$ cat config.mk
export PLATFORM = sky130hd
export DESIGN_NAME = sdm_fifo
export DESIGN_NICKNAME = d
export VERILOG_FILES = /design/src/design/sdm_pkg.sv /design/src/design/sdm_fifo.sv
export SDC_FILE = /design/constraint.sdc
export NUM_CORES = 1
export LEC_CHECK = 0
export BUFFER_PORTS_ARGS = -buffer_cell sky130_fd_sc_hd__buf_2
export CORE_MARGIN = 4
export CORE_UTILIZATION = 57
export DETAILED_ROUTE_END_ITERATION = 8
export GPL_TIMING_DRIVEN = 1
export HOLD_SLACK_MARGIN = 0.03
export PLACE_DENSITY = 0.81
export SETUP_SLACK_MARGIN = 0.1
export SLEW_MARGIN = 20
export SYNTH_ARGS = -nofsm -noshare
export SYNTH_HDL_FRONTEND = slang
export SYNTH_SLANG_ARGS = --single-unit
$ cat constraint.sdc
create_clock -name clk -period 9.7 [get_ports clk]
set_input_delay 2.91 -clock clk [delete_from_list [all_inputs] [get_ports clk]]
set_output_delay 2.91 -clock clk [all_outputs]
set_load 0.02 [all_outputs]
$ cat src/design/sdm_pkg.sv
// Shared constants, types and arithmetic helpers of the sky dome point generator.
`default_nettype none
package sdm_pkg;

  // Fraction-of-turn angle width
  localparam int ANGLE_BITS = 16;
  // Long-division width: covers every numerator the front end builds
  localparam int DIV_W = (ANGLE_BITS + 11 > 27) ? ANGLE_BITS + 11 : 27;
  localparam int TRIG_LAT = 13;
  localparam int TEX_LAT = TRIG_LAT + 2;
  localparam int BACK_LAT = DIV_W + TRIG_LAT + 2;
  // Queue depth, a power of two
  localparam int FIFO_DEPTH = 4;
  localparam int FIFO_AW = $clog2(FIFO_DEPTH);

  // Register indexes
  localparam logic [2:0] CFG_HRES = 3'd0;
  localparam logic [2:0] CFG_VRES = 3'd1;
  localparam logic [2:0] CFG_TEXF = 3'd2;
  localparam logic [2:0] CFG_SPHF = 3'd3;
  localparam logic [2:0] CFG_RAD  = 3'd4;

  // Reciprocals for constant division, scaled by 2^34
  localparam logic [63:0] TWO_34 = 64'h4_0000_0000;
  localparam logic [31:0] RCP_42 = 32'(TWO_34 / 42);
  localparam logic [31:0] RCP_20 = 32'(TWO_34 / 20);
  localparam logic [31:0] RCP_6  = 32'(TWO_34 / 6);
  localparam logic [31:0] RCP_56 = 32'(TWO_34 / 56);
  localparam logic [31:0] RCP_30 = 32'(TWO_34 / 30);
  localparam logic [31:0] RCP_12 = 32'(TWO_34 / 12);

  localparam logic [30:0] ONE_Q30 = 31'h4000_0000;

  typedef struct packed {
    logic [10:0] hres;
    logic [10:0] vres;
    logic [15:0] texf;
    logic [16:0] sphf;
    logic [23:0] radius;
  } cfg_t;

  typedef struct packed {
    logic [1:0]  cnt;
    logic [15:0] fa;
    logic [15:0] fb;
    logic [15:0] fc;
    logic [15:0] sa;
    logic [15:0] sb;
    logic [15:0] sc;
  } tri_t;

  typedef struct packed {
    logic [DIV_W-1:0] num_az;
    logic [DIV_W-1:0] num_el;
    logic [DIV_W-1:0] num_tu;
    logic [DIV_W-1:0] num_tv;
    tri_t             tris;
  } item_t;

  typedef struct packed {
    logic full;
    logic empty;
  } fifo_stat_t;

  // Zero resolution acts as one
  function automatic logic [10:0] eff_res(input logic [10:0] r);
    return (r == 11'd0) ? 11'd1 : r;
  endfunction

  // Estimate of y / c, low by at most one
  function automatic logic [30:0] rcp_hi(input logic [30:0] y, input logic [31:0] m);
    return 31'((64'(y) * 64'(m)) >> 34);
  endfunction

  // Correct the estimate by one compare and subtract
  function automatic logic [30:0] rcp_fix(input logic [30:0] y, input logic [30:0] q0,
                                          input logic [5:0] c);
    logic [30:0] r;
    r = y - 31'(q0 * 31'(c));
    return (r >= 31'(c)) ? q0 + 31'd1 : q0;
  endfunction

  // Q30 product rounded half away from zero
  function automatic logic signed [24:0] mul_round(input logic signed [24:0] a,
                                                   input logic signed [31:0] b);
    logic        neg;
    logic [24:0] ua;
    logic [31:0] ub;
    logic [56:0] p;
    logic [25:0] mag;
    neg = a[24] ^ b[31];
    ua  = a[24] ? 25'(-a) : 25'(a);
    ub  = b[31] ? 32'(-b) : 32'(b);
    p   = 57'(ua) * 57'(ub) + (57'(1) << 29);
    mag = 26'(p >> 30);
    return neg ? 25'(26'd0 - mag) : 25'(mag);
  endfunction

endpackage
`default_nettype wire

$ cat src/design/sdm_fifo.sv
// Short word queue between the front and back ends.
`default_nettype none
module sdm_fifo (
  input  logic                    clk,
  input  logic                    rst_n,
  input  logic                    push,
  input  sdm_pkg::item_t          wdata,
  input  logic                    pop,
  output sdm_pkg::item_t          rdata,
  output sdm_pkg::fifo_stat_t     stat
);
  import sdm_pkg::*;

  item_t              mem_r [FIFO_DEPTH];
  logic [FIFO_AW-1:0] wp_r, rp_r;
  logic [FIFO_AW:0]   cnt_r, cnt_nxt;

  assign rdata      = mem_r[rp_r];
  assign stat.full  = (cnt_r == (FIFO_AW+1)'(FIFO_DEPTH));
  assign stat.empty = (cnt_r == '0);

  always_comb begin
    cnt_nxt = cnt_r;
    if (push && !pop) cnt_nxt = cnt_r + 1'b1;
    if (pop && !push) cnt_nxt = cnt_r - 1'b1;
  end

  // Advance pointers and count
  always_ff @(posedge clk) begin
    if (!rst_n) begin
      wp_r  <= '0;
      rp_r  <= '0;
      cnt_r <= '0;
    end else begin
      if (push) wp_r <= wp_r + 1'b1;
      if (pop)  rp_r <= rp_r + 1'b1;
      cnt_r <= cnt_nxt;
    end
  end

  // Store the word
  always_ff @(posedge clk) begin
    if (push) mem_r[wp_r] <= wdata;
  end

  a_no_overflow: assert property (@(posedge clk) disable iff (!rst_n) push |-> !stat.full)
    else $error("queue written while full");
  a_no_underflow: assert property (@(posedge clk) disable iff (!rst_n) pop |-> !stat.empty)
    else $error("queue read while empty");
  a_count_bound: assert property (@(posedge clk) disable iff (!rst_n)
      cnt_r <= (FIFO_AW+1)'(FIFO_DEPTH))
    else $error("queue count beyond depth");

endmodule
`default_nettype wire

==> reports/results.txt <==
outcome: finished clean
Die Wd: 238 µm
pwr/cell area: 227 mW/mm²
register area share after synthesis: 82.6%
CP max stage cell: dfxtp_4
R2R depth: 4
largest net degree at the start of global routing: 124
Worst Path Arrival: 2.90 ns
Std-Cell Rows: 84
Clock Sinks: 833
H-tree depth: 3
Mapped Area: 0.0302 mm²
P&R area growth vs syn: 18.0%
flop-to-flop setup slack: 7.29 ns
Critical Path End Type: output pin
final hold vios: 0
drt wl/cell: 25.5 µm
io pins: 418
Final Cycle Share: 59.9%
Iter 0 DRT Violations: 1151
Worst Path Max Fanout: 93
worst r2r src: wp_r[0]$_SDFFE_PN0P_
Fill cells: 3105
Leakage: 11.9 nW
hold-fix buffers at CTS: 0
Die ar.: 0.0567 mm²
GRT Overall Usage: 21.3%
CP cell instances: buf_12 > mux4_2 > buf_2
Critical Path End: rdata[69]
Unique masters post-synth: 20
clk root buf: clkbuf_16
RR Endpoint: mem_r[2][166]$_DFFE_PP_
flops & latches, synth: 833
via/cell ratio: 5.81
crit path time final: 5.81 ns
vias in the first global route: 14544
first-pass GRT wire length: 90.7 mm
CP bufs+invs: 2
TritonCTS clock tree: done
1st-pass router iterations: 5
Layout Nets: 1802
maxcap violations: 0
port bufs: 417
Syn Nets: 1338
Synthesis Warnings: 0
HP Class: flop to flop
cts bufs inserted: 79
Worst Hold Slack: 0.532 ns
final count of negative-setup-slack endpoints: 0
syn_area_per_cell: 26.9 µm²
Reg clk slew, reported paths: 0.06 ns
layout cells sized above 1: 45.4%
Max VDD drop: 0.200 mV
Worst EP required: 6.79 ns
Crit path depth: 3
Post-CTS Setup Inserts: 0
detailed placement HPWL: 34.8 mm
Rel. slew slack: 35.4%
Antenna Nets Post-Route: 0
final WL: 59.9 mm
clk buf depth: 3
Starting Density: 57.5%
Die Y: 238 µm
RSZ-0062 raised after global routing: false
gpl congestion: 0.761
initial antenna violation count: 24
Resized cells post-CTS: 0
Slew Limit Fails: 0
grt ovf: 0
worst-margin pin slew: 0.968 ns
Post-route DRC: 0
Syn Inst Count: 1122
Max Freq: 0.172 GHz
CP max stage delay: 0.73 ns
crit start category: flop
via count: 13635
worst setup path class: flop to output pin
setup tns final: 0 ns
core footprint: 0.0524 mm²
Clock Latency Late Sink: 0.61 ns
CP delay by family, top: buffers and inverters
final setup skew: 0.0155 ns
[cell usage in the layout, fill, tap and decap left out, types with 6 or more instances in the layout]
cell type,instances
bufinv_16,9
clkinv_1,21
clkbuf_16,83
clkinv_2,9
buf_2,417
edfxtp_1,824
dfxtp_1,7
diode_2,12
buf_12,7
clkbuf_1,15
mux4_2,206
and2_1,6
inv_1,6
[sequential cells by signal, summed over array words and instances (netlist names), named ones only]
name / count
cnt_r: 3
wp_r: 2
mem_r: 824
rp_r: 2
[layout make-up]
class / instances / area, µm² / share of cell area (%)
diodes: 12 / 30.0 / 0.0844
flip-flops and latches: 833 / 24900 / 70.1
clock buffers: 98 / 2130 / 6.00
repair buffers: 429 / 2260 / 6.36
multi-input cells: 237 / 4900 / 13.8
well taps: 688 / 861 / 2.42
clock inverters: 45 / 444 / 1.25
inverters: 6 / 22.5 / 0.0633
[logic make-up (layout without fill, tap and decap cells)]
family / after synthesis / count (layout) / synth area share (%)
AND/OR/NAND/NOR: 16 / 16 / 0.311
AO/OA/AOI/OAI: 3 / 3 / 0.0581
XOR/XNOR: 5 / 5 / 0.145
other: 0 / 12 / 0
adder cells (fa/ha/maj): 6 / 6 / 0.274
multiplexers: 207 / 207 / 15.4
flip-flops: 833 / 833 / 82.6
buffers and inverters: 52 / 578 / 1.16
[Yosys cell counts]
| cell type | n | share of area [%] |
|---|---|---|
| buf_2 | 22 | 0.37 |
| mux4_2 | 206 | 15 |
| xnor2_1 | 2 | 0.058 |
| o21ai_0 | 2 | 0.033 |
| mux2i_1 | 1 | 0.033 |
| a21boi_0 | 1 | 0.025 |
| clkbuf_1 | 7 | 0.087 |
| edfxtp_1 | 824 | 82 |
| fa_1 | 1 | 0.066 |
| inv_1 | 6 | 0.075 |
| nor3_1 | 1 | 0.017 |
| or3_1 | 1 | 0.021 |
| and3_1 | 1 | 0.021 |
| buf_6 | 17 | 0.63 |
| and2_1 | 10 | 0.21 |
| nor2b_1 | 1 | 0.021 |
| nand2_1 | 2 | 0.025 |
| ha_1 | 5 | 0.21 |
| xor2_1 | 3 | 0.087 |
| dfxtp_1 | 9 | 0.60 |
[worst min-delay path: stages (launching register included)]
cell and delay [ns]:
dfxtp_1 0.33, o21ai_0 0.07, a21boi_0 0.08
[worst min path at each step]
stage,end,from,cells past startpoint
after floorplan,cnt_r[2]$_SDFFE_PN0P_,cnt_r[2]$_SDFFE_PN0P_,2
after global placement,cnt_r[2]$_SDFFE_PN0P_,cnt_r[2]$_SDFFE_PN0P_,2
after detailed placement,cnt_r[2]$_SDFFE_PN0P_,cnt_r[2]$_SDFFE_PN0P_,2
after CTS,cnt_r[2]$_SDFFE_PN0P_,cnt_r[2]$_SDFFE_PN0P_,2
after global routing,cnt_r[2]$_SDFFE_PN0P_,cnt_r[2]$_SDFFE_PN0P_,2
final,cnt_r[2]$_SDFFE_PN0P_,cnt_r[2]$_SDFFE_PN0P_,2
[routing by layer]
metal  vias up  GRT usage [%]  share of wire, %
met5         -              0              0.31
met1      7109           28.1                37
met3       108           6.84               9.1
met4        28           6.81               2.5
li1       5818              -                 -
met2       572           34.6                51
[per-stage QoR]
stage | power, mW | util, % | cell area (µm²) | instances | setup slack (ns)
2_1_floorplan | 4.82 | - | 30200 | 1122 | 1.53
5_1_grt | 8.38 | 67.8 | 35600 | 2344 | 3.62
6_report | 8.07 | 67.9 | 35600 | 2348 | 3.89
3_3_place_gp | 5.08 | 62.9 | 33000 | 2193 | 4.42
4_1_cts | 8.14 | 67.8 | 35600 | 2336 | 3.79
3_5_place_dp | 5.11 | 62.9 | 33000 | 2193 | 4.44
[power by group]
| group | switching (mW) | total [mW] | internal, mW |
|---|---|---|---|
| combinational | 0.508 | 0.836 | 0.329 |
| sequential | 0.0519 | 4.19 | 4.14 |
| clock | 1.24 | 3.04 | 1.80 |
Power figures use the tool's default switching activity.
