File: src/design/sdm_pkg.sv
// Shared constants, types and arithmetic helpers of the sky dome point generator.
`default_nettype none
package sdm_pkg;

  // Fraction-of-turn angle width
  localparam int ANGLE_BITS = 16;
  // Long-division width: covers every numerator the front end builds
  localparam int DIV_W = (ANGLE_BITS + 11 > 27) ? ANGLE_BITS + 11 : 27;
  localparam int TRIG_LAT = 13;
  localparam int TEX_LAT = TRIG_LAT + 2;
  localparam int BACK_LAT = DIV_W + TRIG_LAT + 2;
  // Queue depth, a power of two
  localparam int FIFO_DEPTH = 4;
  localparam int FIFO_AW = $clog2(FIFO_DEPTH);

  // Register indexes
  localparam logic [2:0] CFG_HRES = 3'd0;
  localparam logic [2:0] CFG_VRES = 3'd1;
  localparam logic [2:0] CFG_TEXF = 3'd2;
  localparam logic [2:0] CFG_SPHF = 3'd3;
  localparam logic [2:0] CFG_RAD  = 3'd4;

  // Reciprocals for constant division, scaled by 2^34
  localparam logic [63:0] TWO_34 = 64'h4_0000_0000;
  localparam logic [31:0] RCP_42 = 32'(TWO_34 / 42);
  localparam logic [31:0] RCP_20 = 32'(TWO_34 / 20);
  localparam logic [31:0] RCP_6  = 32'(TWO_34 / 6);
  localparam logic [31:0] RCP_56 = 32'(TWO_34 / 56);
  localparam logic [31:0] RCP_30 = 32'(TWO_34 / 30);
  localparam logic [31:0] RCP_12 = 32'(TWO_34 / 12);

  localparam logic [30:0] ONE_Q30 = 31'h4000_0000;

  typedef struct packed {
    logic [10:0] hres;
    logic [10:0] vres;
    logic [15:0] texf;
    logic [16:0] sphf;
    logic [23:0] radius;
  } cfg_t;

  typedef struct packed {
    logic [1:0]  cnt;
    logic [15:0] fa;
    logic [15:0] fb;
    logic [15:0] fc;
    logic [15:0] sa;
    logic [15:0] sb;
    logic [15:0] sc;
  } tri_t;

  typedef struct packed {
    logic [DIV_W-1:0] num_az;
    logic [DIV_W-1:0] num_el;
    logic [DIV_W-1:0] num_tu;
    logic [DIV_W-1:0] num_tv;
    tri_t             tris;
  } item_t;

  typedef struct packed {
    logic full;
    logic empty;
  } fifo_stat_t;

  // Zero resolution acts as one
  function automatic logic [10:0] eff_res(input logic [10:0] r);
    return (r == 11'd0) ? 11'd1 : r;
  endfunction

  // Estimate of y / c, low by at most one
  function automatic logic [30:0] rcp_hi(input logic [30:0] y, input logic [31:0] m);
    return 31'((64'(y) * 64'(m)) >> 34);
  endfunction

  // Correct the estimate by one compare and subtract
  function automatic logic [30:0] rcp_fix(input logic [30:0] y, input logic [30:0] q0,
                                          input logic [5:0] c);
    logic [30:0] r;
    r = y - 31'(q0 * 31'(c));
    return (r >= 31'(c)) ? q0 + 31'd1 : q0;
  endfunction

  // Q30 product rounded half away from zero
  function automatic logic signed [24:0] mul_round(input logic signed [24:0] a,
                                                   input logic signed [31:0] b);
    logic        neg;
    logic [24:0] ua;
    logic [31:0] ub;
    logic [56:0] p;
    logic [25:0] mag;
    neg = a[24] ^ b[31];
    ua  = a[24] ? 25'(-a) : 25'(a);
    ub  = b[31] ? 32'(-b) : 32'(b);
    p   = 57'(ua) * 57'(ub) + (57'(1) << 29);
    mag = 26'(p >> 30);
    return neg ? 25'(26'd0 - mag) : 25'(mag);
  endfunction

endpackage
`default_nettype wire

File: src/design/sdm_front.sv
// Front end: takes grid points, builds divider numerators and triangle indices.
`default_nettype none
module sdm_front (
  input  logic                clk,
  input  logic                rst_n,
  input  logic                in_valid,
  output logic                in_stall,
  input  logic [10:0]         in_column,
  input  logic [10:0]         in_row,
  input  sdm_pkg::cfg_t       cfg,
  input  sdm_pkg::fifo_stat_t fstat,
  output logic                push,
  output sdm_pkg::item_t      item
);
  import sdm_pkg::*;

  logic        valid_r, valid_nxt;
  logic [10:0] col_r, row_r;
  logic [10:0] h, v;
  logic [16:0] s_abs;
  logic [15:0] s;
  logic [26:0] js;
  logic [ANGLE_BITS+27:0] el_pre;
  logic [15:0] base;

  assign in_stall  = valid_r && fstat.full;
  assign push      = valid_r && !fstat.full;
  assign valid_nxt = in_stall ? valid_r : in_valid;

  // Hold the point while the queue is full
  always_ff @(posedge clk) begin
    if (!rst_n) valid_r <= 1'b0;
    else        valid_r <= valid_nxt;
  end

  always_ff @(posedge clk) begin
    if (in_valid && !in_stall) begin
      col_r <= in_column;
      row_r <= in_row;
    end
  end

  // Numerators for the four long divisions
  always_comb begin
    h      = eff_res(cfg.hres);
    v      = eff_res(cfg.vres);
    s_abs  = cfg.sphf[16] ? 17'(18'h20000 - 18'(cfg.sphf)) : cfg.sphf;
    s      = (s_abs > 17'd32768) ? 16'd32768 : s_abs[15:0];
    js     = 27'(row_r) * 27'(s);
    el_pre = ((ANGLE_BITS+28)'(js) << ANGLE_BITS) + ((ANGLE_BITS+28)'(v) << 15);
    item.num_az = (DIV_W'(col_r) << ANGLE_BITS) + DIV_W'(h >> 1);
    item.num_el = DIV_W'(el_pre >> 16);
    item.num_tu = (DIV_W'(col_r) << 15) + DIV_W'(h >> 1);
    item.num_tv = DIV_W'(row_r) * DIV_W'(cfg.texf) + DIV_W'(v >> 1);
  end

  // Classify the cell and form its indices
  always_comb begin
    base = 16'(23'(12'(v) + 12'd1) * 23'(col_r) + 23'(row_r));
    item.tris = '0;
    if (col_r < h && row_r < v) begin
      item.tris.fa  = 16'(base + 16'(v) + 16'd2);
      item.tris.fb  = base + 16'd1;
      item.tris.fc  = base;
      item.tris.cnt = 2'd1;
      if (row_r != 11'd0) begin
        item.tris.cnt = 2'd2;
        item.tris.sa  = 16'(base + 16'(v) + 16'd1);
        item.tris.sb  = 16'(base + 16'(v) + 16'd2);
        item.tris.sc  = base;
      end
    end
  end

endmodule
`default_nettype wire

File: config.mk
export PLATFORM = sky130hd
export DESIGN_NAME = sdm_front
export DESIGN_NICKNAME = d
export VERILOG_FILES = /design/src/design/sdm_pkg.sv /design/src/design/sdm_front.sv
export SDC_FILE = /design/constraint.sdc
export NUM_CORES = 1
export LEC_CHECK = 0
export BUFFER_PORTS_ARGS = -buffer_cell sky130_fd_sc_hd__buf_4
export CORE_AREA = 5 5 231 188
export DETAILED_ROUTE_END_ITERATION = 8
export DIE_AREA = 0 0 236 193
export HOLD_SLACK_MARGIN = 0.1
export PLACE_DENSITY = 0.75
export SLEW_MARGIN = 20
export SYNTH_ARGS = -nofsm -noshare
export SYNTH_HDL_FRONTEND = slang
export SYNTH_SLANG_ARGS = --single-unit
File: constraint.sdc
create_clock -name clk -period 23.1 [get_ports clk]
set_input_delay 4.62 -clock clk [delete_from_list [all_inputs] [get_ports clk]]
set_output_delay 4.62 -clock clk [all_outputs]
set_load 0.005 [all_outputs]
==> results <==
- The flow ran to the end, and the final reports show no timing, DRC or antenna violations.
- In the final layout, the share of cells above drive strength 1 is 0.126.
- Dividing the detail-routed via count by the number of cells gives about 5.6.
- The growth of design area from synthesis to finish is 11.6%.
- The slack of the worst reg-to-reg path is between 20 and 25 ns.
- Counting the fill cells in the layout gives 3,752.
- For the pin with the worst max-slew slack, the measured transition is approximately 1.1 ns.
- Setup repair after global routing left no endpoint under its margin.
- For this run, the slowest stage of the critical path takes slightly above 0.6 ns.
- The routed via count is 17,908.
- For this run, the total global-route usage over all layers was measured as 0.259.
- The area of the core is ~40,000 sq um.
- For this block, the routed nets add up to slightly below 60,000 um of wire.
- The finished layout holds ~3,200 standard cells, fillers aside.
- The count of unresolved DRC violations after routing is 0.
- The area share of the leading cell type in the synthesized netlist is 0.340.
- The critical path ends at item[178].
- The final worst clock skew is 0.00603 ns.
- The post-synthesis cell type count is just under 90.
- The relative slew slack is 0.277.
- Counting flops and latches in the post-synthesis netlist gives 23.
- The die area is approximately 46,000 sq um.
- Of the available clock period, the critical path in the final layout requires 0.810.
- The launch instance of the worst register-to-register path is valid_r$_SDFFE_PN0N_.
- The number of flops mapped to enable cells by yosys is 22.
- By count the netlist is led by inv_1, fa_1, nand2_1, ha_1, and2_1.
- Row generation in the floorplan step produced 67 rows.
- STA classifies the critical path endpoint as an output pin.
- TritonCTS built the clock tree.
- After detailed routing, the average wire length per cell comes to ~18 um.
- The worst setup path is launched from a primary input.
- The number of warnings issued by yosys is 0.
- The overall die width is roughly 240 um.
- The cell area that synthesis handed to floorplanning was about 20,000 sq um.
- The area used by multi-input combinational logic is ~17,000 sq um.
- The initial core utilization is 0.491.
- The most frequent cell after synthesis is inv_1.
- The arrival time reported for the critical path endpoint is 14.10 ns.
- The length in cells of the worst reg-to-reg path is 2.
- The initial antenna violation count was 0.
- Ranked by total cell area, the synthesized netlist is headed by fa_1, ha_1, inv_1.
- For this run the aggregate overflow at the end of global routing stands at 0.
- The cell with the most instances on the worst path is fa_1.
- The post-CTS setup buffer count is 0.
- In this run the worst hold path is classified as reg2reg.
- The number of DRC markers in iteration 0 is 1,444.
- The clock insertion delay at the later pin of the skew report is slightly below 0.3 ns.
- The number of buffers created by CTS is 3.
- The sequential cell area is ~700 sq um.
- The mean area per synthesized cell is 8.07 sq um.
- For the finished layout, the period the worst path requires is 18.72 ns.
- The async set-reset flop share out of synthesis is 0.
- Tracing the worst setup path back leads to its startpoint at cfg[24].
- The share of the yosys chip area belonging to registers is 0.0337.
- The post-placement cell count is between 3,000 and 4,000.
- In this run the worst path has a maximum fanout of 57.
- The number of input and output port buffers inserted is 276.
- The worst register-to-register path ends at row_r[0]$_DFFE_PP_.
- In this run the number of H-tree levels came out at 1.
- The number of buffers inserted by hold repair at cts is 0.
- Entering global routing, the biggest net connects 58 pins.
- Based on the critical path, the design can be clocked at up to about 0.053 GHz.
- Setup violations remaining at the end of the flow were counted as 0.
- The post-DP HPWL is approximately 48,000 um.
- The sum of negative setup slack is 0 ns.
- The post-cts sizing count is 0.
- In this run the remaining antenna-violating nets after routing total 0.
- The number of nets in the layout is roughly 3,300.
- For this run, the leading register cell type out of synthesis is edfxtp_1.
- Routability-driven placement finished with a final weighted congestion of between 0.9 and 1.
- The first global-routing pass estimated just under 100,000 um of wire.
- The count of pins over their slew limit is 0.
- The clock sink count is 23.
- The synthesized design spends more area on one cell type than any other, namely fa_1.
- By startpoint and endpoint, the worst setup path is classified as in2out.
- The number of failing hold endpoints at the final stage is 0.
- Clock-pin slew was measured on the worst setup and hold paths at 0.08 ns.
- The via count of the first global-routing pass is between 15,000 and 20,000.
- From bottom edge to top edge, the die measures about 190 um.
- On the critical path, the stage with the largest delay is an instance of or4_1.
- The count of inserted antenna diode cells is 0.
- The number of primary I/O pins is approximately 310.
- The first TritonRoute pass finished after 5 iterations.
- The tree is rooted in a clkbuf_16.
- Across the run, the number of max-cap violations was 0.
- The required time of the critical path is roughly 18 ns.
- The synthesized netlist cell count is between 2,000 and 3,000.
- The buffer levels on the longest clock path is 2.
[worst max-delay path: cells and delay by family]
kind                       cells  cell delay [ns]
AOI/OAI and AO/OA              5             1.68
adders and majority gates      7             3.13
xor gates and xnor gates       3             0.96
and+or+nand+nor               10             2.71
buffers and inverters          7             0.96
[metal layers]
| metal | global-route usage | share of wire | up-vias | wire (um) |
|---|---|---|---|---|
| met1 | 0.340 | 0.40 | 8785 | 23400 |
| li1 | - | - | 8172 | - |
| met3 | 0.0634 | 0.11 | 101 | 6380 |
| met5 | 0 | 0 | - | 0 |
| met4 | 0.0667 | 0.026 | 0 | 1550 |
| met2 | 0.436 | 0.47 | 850 | 27800 |
[worst min path at each step]
| stage | from | to | slack (ns) | cells past startpoint |
|---|---|---|---|---|
| floorplan | valid_r$_SDFFE_PN0N_ | valid_r$_SDFFE_PN0N_ | 0.59 | 2 |
| global placement | valid_r$_SDFFE_PN0N_ | valid_r$_SDFFE_PN0N_ | 0.64 | 2 |
| detailed placement | valid_r$_SDFFE_PN0N_ | valid_r$_SDFFE_PN0N_ | 0.66 | 2 |
| CTS | valid_r$_SDFFE_PN0N_ | valid_r$_SDFFE_PN0N_ | 0.69 | 2 |
| global route | valid_r$_SDFFE_PN0N_ | valid_r$_SDFFE_PN0N_ | 0.75 | 2 |
| finish | valid_r$_SDFFE_PN0N_ | valid_r$_SDFFE_PN0N_ | 0.68 | 2 |
[kinds of logic after synthesis]
group	share of synthesized area
AOI/OAI and AO/OA	0.0921
xor gates and xnor gates	0.0638
adders and majority gates	0.476
buffers and inverters	0.125
DFF	0.0337
muxes	0.00304
other	0.000186
and+or+nand+nor	0.206
[state kept, by name, summed over array words and instances (netlist names)]
name and flops:
valid_r 1, row_r 11, col_r 11
[cell type report]
type	instances	area share
timing repair buffer	297	0.0989
inverter	481	0.0801
clock buffer	4	0.00350
multi-input combinational	1862	0.757
sequential	23	0.0302
tap	552	0.0306
[per-stage QoR]
stage                     instance area, sq um  utilization  hold WS [ns]  setup WS, ns
after floorplan                          20200            -         0.588          6.30
after global placement                   22500        0.545         0.640          4.74
after detailed placement                 22500        0.545         0.664          4.45
after CTS                                22500        0.547         0.690          4.42
after global routing                     22500        0.548         0.749          3.72
final                                    22500        0.548         0.680          4.38
[layout by cell type, fill, tap and decap left out, drive strengths merged, types with 6 or more instances in the layout]
master / n
nor2: 148
buf: 297
o211ai: 11
a21boi: 6
or3: 12
nand2: 324
a31oi: 11
and2: 144
nor4: 14
a21o: 18
or4: 6
a21oi: 70
conb: 12
o21a: 7
nor2b: 14
fa: 343
nor3: 102
edfxtp: 22
nand2b: 16
a211oi: 20
xnor2: 86
o21ai: 61
o2111ai: 7
inv: 477
a2111oi: 6
ha: 219
o21bai: 8
xor2: 49
nand3: 35
nand4: 10
o31ai: 8
and3: 15
Power is left out: the tool's default activity adds up to more than one toggle a clock period on the data nets, which glitch-free logic cannot reach.
